--- src/sv/pltob_pkg.sv ---
package pltob_pkg;

   localparam int MAX_PRICE_DEFAULT = 1000;
   localparam int SIZE_BITS_DEFAULT = 32;
   localparam int WORD_BITS = 64;
   localparam int BIT_BITS = 6;

   localparam int OP_BITS = 3;
   localparam int PRICE_BITS = 10;
   localparam int SIZE_IN_BITS = 32;

   localparam logic [OP_BITS-1:0] OP_SNAP_BEGIN = 3'd0;
   localparam logic [OP_BITS-1:0] OP_SNAP_LEVEL = 3'd1;
   localparam logic [OP_BITS-1:0] OP_SNAP_END = 3'd2;
   localparam logic [OP_BITS-1:0] OP_LEVEL_CHANGE = 3'd3;
   localparam logic [OP_BITS-1:0] OP_HINT = 3'd4;

   typedef struct packed {
      logic capture;
      logic execute;
      logic hint;
      logic scan_step;
      logic latch;
      logic load_out;
   } cmd_type;

   typedef struct packed {
      logic [OP_BITS-1:0] op;
      logic price_ok;
      logic scan_last;
   } status_type;

   function automatic logic [BIT_BITS-1:0] high_bit(input logic [WORD_BITS-1:0] w);
      logic [BIT_BITS-1:0] r;
      r = '0;
      for (int i = 0; i < WORD_BITS; i++) begin
         if (w[i]) begin
            r = BIT_BITS'(i);
         end
      end
      return r;
   endfunction

   function automatic logic [BIT_BITS-1:0] low_bit(input logic [WORD_BITS-1:0] w);
      logic [BIT_BITS-1:0] r;
      r = '0;
      for (int i = WORD_BITS - 1; i >= 0; i--) begin
         if (w[i]) begin
            r = BIT_BITS'(i);
         end
      end
      return r;
   endfunction

endpackage

--- src/sv/pltob_ctrl.sv ---
module pltob_ctrl (
   input  logic                  clock,
   input  logic                  reset,
   input  logic                  req_tvalid,
   output logic                  req_tready,
   output logic                  rsp_tvalid,
   input  logic                  rsp_tready,
   input  pltob_pkg::status_type status,
   output pltob_pkg::cmd_type    cmd
);

   localparam logic [2:0] ST_IDLE = 3'd0;
   localparam logic [2:0] ST_EXEC = 3'd1;
   localparam logic [2:0] ST_HINT = 3'd2;
   localparam logic [2:0] ST_SCAN = 3'd3;
   localparam logic [2:0] ST_READ = 3'd4;
   localparam logic [2:0] ST_LATCH = 3'd5;
   localparam logic [2:0] ST_DONE = 3'd6;

   logic [2:0] state_ff, state_in;
   logic       valid_ff, valid_in;

   always_comb begin
      state_in = state_ff;
      cmd = '0;
      case (state_ff)
         ST_IDLE: begin
            if (req_tvalid) begin
               cmd.capture = 1'b1;
               state_in = ST_EXEC;
            end
         end
         ST_EXEC: begin
            cmd.execute = 1'b1;
            if (status.op == pltob_pkg::OP_SNAP_END ||
                (status.op == pltob_pkg::OP_LEVEL_CHANGE && status.price_ok)) begin
               state_in = ST_SCAN;
            end else if (status.op == pltob_pkg::OP_HINT) begin
               state_in = ST_HINT;
            end else begin
               state_in = ST_DONE;
            end
         end
         ST_HINT: begin
            cmd.hint = 1'b1;
            state_in = ST_SCAN;
         end
         ST_SCAN: begin
            cmd.scan_step = 1'b1;
            if (status.scan_last) begin
               state_in = ST_READ;
            end
         end
         ST_READ: begin
            state_in = ST_LATCH;
         end
         ST_LATCH: begin
            cmd.latch = 1'b1;
            state_in = ST_DONE;
         end
         ST_DONE: begin
            if (!valid_ff || rsp_tready) begin
               cmd.load_out = 1'b1;
               state_in = ST_IDLE;
            end
         end
         default: begin
            state_in = ST_IDLE;
         end
      endcase
   end

   always_comb begin
      valid_in = valid_ff;
      if (cmd.load_out) begin
         valid_in = 1'b1;
      end else if (rsp_tready) begin
         valid_in = 1'b0;
      end
   end

   always_ff @(posedge clock) begin
      if (reset) begin
         state_ff <= ST_IDLE;
         valid_ff <= 1'b0;
      end else begin
         state_ff <= state_in;
         valid_ff <= valid_in;
      end
   end

   assign req_tready = (state_ff == ST_IDLE) && !reset;
   assign rsp_tvalid = valid_ff;

endmodule

--- config.mk ---
export PLATFORM = sky130hd
export DESIGN_NAME = pltob_ctrl
export DESIGN_NICKNAME = d
export VERILOG_FILES = /design/src/sv/pltob_pkg.sv /design/src/sv/pltob_ctrl.sv
export SDC_FILE = /design/constraint.sdc
export NUM_CORES = 1
export LEC_CHECK = 0
export ABC_AREA = 1
export BUFFER_PORTS_ARGS = -buffer_cell sky130_fd_sc_hd__buf_2
export CORE_AREA = 2 2 39 41
export CTS_BUF_LIST = sky130_fd_sc_hd__clkbuf_8
export DETAILED_ROUTE_END_ITERATION = 10
export DIE_AREA = 0 0 41 43
export GPL_TIMING_DRIVEN = 0
export HOLD_SLACK_MARGIN = 0.1
export SETUP_SLACK_MARGIN = 0.1
export SYNTH_ARGS = -nofsm -noshare
export SYNTH_HDL_FRONTEND = slang
export SYNTH_SLANG_ARGS = --single-unit
--- constraint.sdc ---
create_clock -name clock -period 1.23 [get_ports clock]
set_input_delay 0.3075 -clock clock [delete_from_list [all_inputs] [get_ports clock]]
set_output_delay 0.3075 -clock clock [all_outputs]
set_load 0.02 [all_outputs]
# After elaboration in Yosys (flattened, before gate mapping)
# Index checks and enable logic that the tools add are counted.
dict set report word_totals {
  out_inout_bits 8
  inputBits 9
  reg_bits 4
  wordCells 39
}
dict set report op_classes {
  reduce_logical 9
  mux 16
  n_eq_ne 12
}
# operator count
set ops {}
lappend ops {{3-bit one-hot mux with 7 select lines} 1}
lappend ops {{3-bit 2-to-1 mux} 5}
lappend ops {{3-bit by 2-bit equality test with 1-bit output, second input constant} 4}
lappend ops {{3-bit equality test, second input constant} 4}
lappend ops {{1-bit 2-to-1 mux} 10}
lappend ops {{2-bit != test, second input constant} 3}
lappend ops {{3-bit by 1-bit equality test with 1-bit output, second input constant} 1}
lappend ops {{3-bit logical NOT} 1}
lappend ops {{3-bit AND reduction} 1}
lappend ops {{1-bit logical AND} 2}
lappend ops {{1-bit logical NOT} 2}
lappend ops {{1-bit logical OR} 2}
lappend ops {{2-bit nonzero test} 1}

# Depth between registers and ports, before layout
# Gate-level depths: netlist of the first run.
dict set report logic_depth {
  ltp_word 5
  ltp_mapped 7
  ltp_nobuf 7
}

# Worst setup path before layout of the first run
# Ideal clock, no wire load.
dict set report synth_path {
  kind {register to output}
  start {reg state_ff[1]}
  end {out cmd[5] (netlist bit)}
  setup_slack_ps 80
  n_path_buf 0
  t_arrival_ps 843
  stages_incl_launch_ff 4
  cell_sequence {dfxtp_1 > nor2_1 > nand2_1 > nor2_1}
}
# element line
set synth_rtl {}
lappend synth_rtl {{start, declared} pltob_ctrl.sv:20} ;# logic [2:0] state_ff, state_in;
lappend synth_rtl {{start signal, assigned} pltob_ctrl.sv:87} ;# state_ff <= state_in;
lappend synth_rtl {{end, declared} pltob_ctrl.sv:9} ;# output pltob_pkg::cmd_type cmd

==> results of run 1 <==
==> worst max path at each step <==
stage | from | cells past startpoint | end
2_1_floorplan | state_ff[1] | 3 | cmd[5]
3_3_place_gp | state_ff[2] | 4 | cmd[0]
3_5_place_dp | state_ff[2] | 4 | cmd[0]
4_1_cts | state_ff[1] | 4 | req_tready
5_1_grt | state_ff[1] | 4 | cmd[5]
6_report | state_ff[1] | 4 | cmd[5]
==> per-stage QoR <==
stage / hold WS (ns) / total power, mW / std cells
2_1_floorplan: 0.377 / 0.512 / 56
3_3_place_gp: 0.527 / 0.626 / 88
3_5_place_dp: 0.524 / 0.627 / 88
4_1_cts: 0.284 / 1.04 / 94
5_1_grt: 0.297 / 1.17 / 94
6_report: 0.296 / 1.09 / 94
==> critical path, cell delays in order (launching register included) <==
cell	delay [ns]
dfxtp_4	0.35
nor2_4	0.14
nand2_2	0.08
nor2_2	0.12
buf_6	0.12
==> synthesized netlist by cell type <==
master   instances  share of area (%)
nor2_1          14                 17
a21oi_1          1                1.7
nand3_1          4                6.7
o21ai_0          2                3.3
nor3_1           1                1.7
buf_4            1                2.5
inv_1           12                 15
a31oi_1          1                2.1
nand3_2          1                3.3
nand2_1         14                 17
nor2_2           1                2.1
dfxtp_1          4                 27
==> repair_timing <==
action	CTS	global route
gates resized for setup	28	8
pin swaps	3	2
setup buffers	3	0
setup endpoints to repair	7	9
==> power breakdown <==
part           total (mW)  switching, mW  leakage [nW]  internal, mW
logic               0.553          0.311         0.261         0.242
registers           0.262         0.0726        0.0353         0.189
clock network       0.278         0.0692        0.0216         0.209
==> placed cells by master, fill, tap and decap left out <==
cell,count
a21oi_1,1
a31oi_1,1
buf_2,9
buf_4,6
buf_6,5
clkbuf_8,3
dfxtp_2,1
dfxtp_4,3
inv_1,8
inv_2,4
nand2_1,10
nand2_2,3
nand2_4,1
nand3_1,4
nand3_4,1
nor2_1,10
nor2_2,3
nor2_4,2
nor3_2,1
o21ai_0,2
==> flip-flops by register name, indices dropped and copies added, names as in the netlist <==
name,flops
state_ff,3
rsp_tvalid,1
==> cells by family (layout without fill, tap and decap cells) <==
| family | count (synthesis) | after routing |
|---|---|---|
| flip-flops | 4 | 4 |
| AO/OA/AOI/OAI | 4 | 4 |
| buffers and inverters | 13 | 35 |
| AND/OR/NAND/NOR | 35 | 35 |
==> metal layers <==
metal / wire (µm) / vias up / track usage, %
li1: - / 212 / -
met1: 310 / 184 / 10.9
met2: 455 / 8 / 18.8
met3: 22 / 2 / 3.14
met4: 19 / 0 / 6.00
met5: 0 / - / 0
==> layout make-up <==
class / instances / area [µm²] / area share (%)
Multi-Input combinational cell: 39 / 215 / 38.4
Tap cell: 16 / 20.0 / 3.57
Clock buffer: 3 / 41.3 / 7.37
Inverter: 12 / 45.0 / 8.04
Sequential cell: 4 / 92.6 / 16.5
Timing Repair Buffer: 19 / 139 / 24.8
Buffer: 1 / 7.51 / 1.34
==> impl_metrics.ini, run 1 <==
[outcome]
outcome = complete, but fails checks
violations = negative setup slack

[global_route]
overflow = 0
grt_usage_pct = 10.9
grt_pass1_vias = 369
grt_max_degree = 7
antenna_found_initial = 0
grt_pass1_wl_mm = 1.32

[placement]
dp_slack_ns = -0.0137
gp_congestion = 0.703
io_buffers = 16
placed_area_um2 = 400
dp.final_hpwl_um = 579

[critical_path]
r2r-start = state_ff[2]
critPathLaunchType = register
critPathKind = register to output port
critPathRequiredTime_ns = 0.92
reg2reg_slack_ns = 0.13
crit_path_max_fanout = 5
r2r_cells = 7
rr_endpoint = state_ff[2]
cp-end-kind = output port
critPathArrivalTime_ns = 1.03

[logic_synthesis]
ys_seq_area_share_pct = 26.7
synth-compound-area-share_pct = 7.08
syn_avg_cell_area_um2 = 5.36
synth_xor_area_share_pct = 0
synthDistinctLibCells = 12
syn_nets = 65
yosysWarnings = 0
synth_seq_cells = 4
synth_top_family_by_area = simple AND/OR/NAND/NOR gates
syn_inst = 56
syn-cell-area_um2 = 300
synth_mux_area_share_pct = 0
synthSimpleGateAreaFrac_pct = 48.8
synthAdderAreaFrac_pct = 0

[route]
viasPerCell = 4.32
wl_per_cell_um = 8.59
drt-initial-drc-count = 2
drt_pass1_iterations = 4
vias = 406
postRouteAntennaNets = 0
drc = 0
routed_wirelength_um = 807

[min_path]
min_from = reset
hold_path_end = state_ff[1]
hold_class = primary input to register
hold_depth = 2

[sta]
fmax_mhz = 750
finalHoldViolCount = 0
period_needed_ns = 1.33
setup_ws_ns = -0.103
setup_viol = 7
slew_headroom_pct = 84.0
drv_slew = 0
rsz0062_at_grt = yes
fin_worst_skew_ns = 0.00280
fin_setup_tns_ns = -0.409
post-route-period-util_pct = 108
tightest_slew_ns = 0.239

[clocking]
clk_latency_ns = 0.22
numCtsBuffers = 3
cts-htree-levels = 1
clockBufferDepth = 2
ctsRootBufferMaster = clkbuf_8
cts.sinks = 4
ctsHoldBuffers = 0
cts_tree = yes
path_clk_slew_ns = 0.03

[job]
maxCapViolations = 0

[floorplanning]
die-area_mm2 = 0.00176
num_rows = 14
core_area_mm2 = 0.00138
fp.dieH_um = 43
die_w_um = 41
ios = 17
start_util_pct = 21.7

[finish]
num-fill-cells = 145
final_area_um2 = 561
nNetsFinal = 89
post-route-util_pct = 40.5
drive_gt1_share_pct = 53.8
n_antenna_cell = 0
area_growth_pct = 86.7

[power]
p_leak_nw = 0.318
max-vdd-ir-drop_mv = 0.597
power_density_mw_per_mm2 = 1950
Note: power is estimated with default switching activity, not from simulation.
==> run 2, diff against run 1 <==
Settings changed: BUFFER_PORTS_ARGS -buffer_cell sky130_fd_sc_hd__buf_2 to not set, DONT_BUFFER_PORTS set to 1.
==> run 2 against run 1 <==
The flow still finishes with violations (negative setup slack). Sequential cell count stayed put. Worst setup slack better by 0.067 ns. Clock skew shrank 0.0020 ns. Wire length shrank 12%. Sequential power grew 3%.
==> impl_metrics.ini, run 2 (synthesis gave the netlist of run 1 again) <==
[floorplanning]
die-area_mm2 = 0.00176
core_area_mm2 = 0.00138
num_rows = 14
die_w_um = 41
start_util_pct = 21.7
ios = 17
fp.dieH_um = 43

[route]
routed_wirelength_um = 708
wl_met2_um = 408
vias = 335
postRouteAntennaNets = 0
wl_met1_um = 284
drc = 0
wl_met3_um = 15
drt_pass1_iterations = 4
wl_per_cell_um = 8.96
viasPerCell = 4.24
topRoutingLayerUsed = met3
drt-initial-drc-count = 4

[critical_path]
crit_buf_inv = 2
slowest_delay_ns = 0.36
crit_path_max_fanout = 2
critPathArrivalTime_ns = 0.96
critPathSlowestCell = dfxtp_4
critPathLaunchType = register
cp_cell_sequence = inv_4, nor2_4, nor3_2, buf_4
critPathKind = register to output port
critPathRequiredTime_ns = 0.92
crit_family = flip-flops
cp-end-kind = output port

[job]
maxCapViolations = 0

[finish]
nNetsFinal = 74
post-route-util_pct = 34.5
register_area_um2 = 95.1
n_antenna_cell = 0
num-fill-cells = 148
layoutNonFillerInstCount = 79
multi_input_area_um2 = 233
largest_reg_flops = 3
max_flop_register = state_ff
final_cell_mix = nand2_1, nor2_1, nor2_4, inv_1, inv_2
drive_gt1_share_pct = 49.2
area_growth_pct = 59.2

[sta]
rsz0062_at_grt = yes
post-route-period-util_pct = 103
drv_slew = 0
setup_viol = 4
fmax_mhz = 790
period_needed_ns = 1.27
slew_headroom_pct = 86.2
setup_ws_ns = -0.0357
hold_slack_ns = 0.158
fin_worst_skew_ns = 0.000780
tightest_slew_ns = 0.207
fin_setup_tns_ns = -0.0741
finalHoldViolCount = 0

[clocking]
ctsHoldBuffers = 0
clk_latency_ns = 0.21
numCtsBuffers = 3
ctsRootBufferMaster = clkbuf_8
cts.sinks = 4
clockBufferDepth = 2
cts-htree-levels = 1
path_clk_slew_ns = 0.03
cts_tree = yes

[placement]
gp_congestion = 0.695
dp.final_hpwl_um = 540
placedCellCount = 72
io_buffers = 0

[power]
max-vdd-ir-drop_mv = 0.516
power_density_mw_per_mm2 = 2220
p_leak_nw = 0.231

[global_route]
grt_pass1_wl_mm = 1.14
grt_usage_pct = 9.13
grt_max_degree = 7
overflow = 0
grt_pass1_vias = 312
antenna_found_initial = 0

[outcome]
outcome = complete, but fails checks
violations = negative setup slack

[min_path]
hold_class = primary input to register
-- run 2: cell type report --
type	instances	share of cell area [%]
clock buffer	3	8.64
buffer	1	1.57
tap	16	4.19
sequential	4	19.9
inverter	12	9.95
multi-input combinational	39	48.7
timing repair buffer	4	7.07
-- run 2: power by group --
group	switching (mW)	leakage, nW	internal [mW]
logic	0.328	0.174	0.200
registers	0.0810	0.0356	0.189
clock network	0.0572	0.0216	0.208
total	0.466	0.231	0.596
-- run 2: routing by layer --
metal	GRT usage (%)	up-vias
met5	0	-
met4	2.00	0
met3	3.14	0
met2	15.6	5
met1	10.3	145
li1	-	185
-- run 2: final timing paths --
check / start / endpoint / slack [ns] / cells past startpoint
worst max-delay path: rsp_tvalid / cmd[0] / -0.04 / 4
worst min-delay path: reset / rsp_tvalid / 0.16 / 1
worst max register to register: state_ff[2] / state_ff[2] / 0.15 / 7
worst min register to register: state_ff[0] / rsp_tvalid / 0.60 / 3
-- run 2: through the flow --
| step | worst slack (ns) | total power, mW | instance area (µm²) |
|---|---|---|---|
| global route | -0.0817 | 1.14 | 478 |
| CTS | -0.0378 | 1.05 | 469 |
| detailed placement | -0.0187 | 0.565 | 320 |
| floorplan | 0.0798 | 0.512 | 300 |
| finish | -0.0357 | 1.06 | 478 |
| global placement | -0.0300 | 0.564 | 320 |
-- run 2: worst register-to-register path, delay by kind of cell, from the launching register on --
family	cells	cell delay, ns
and+or+nand+nor	6	0.50
DFF	1	0.36
buffers and inverters	1	0.12
-- run 2: what timing repair did --
| item | in CTS | in global routing |
|---|---|---|
| setup buffers | 4 | 0 |
| setup endpoints to repair | 10 | 9 |
| resized for setup | 30 | 6 |
| hold endpoints to repair | 0 | 0 |
| pin swaps | 6 | 5 |
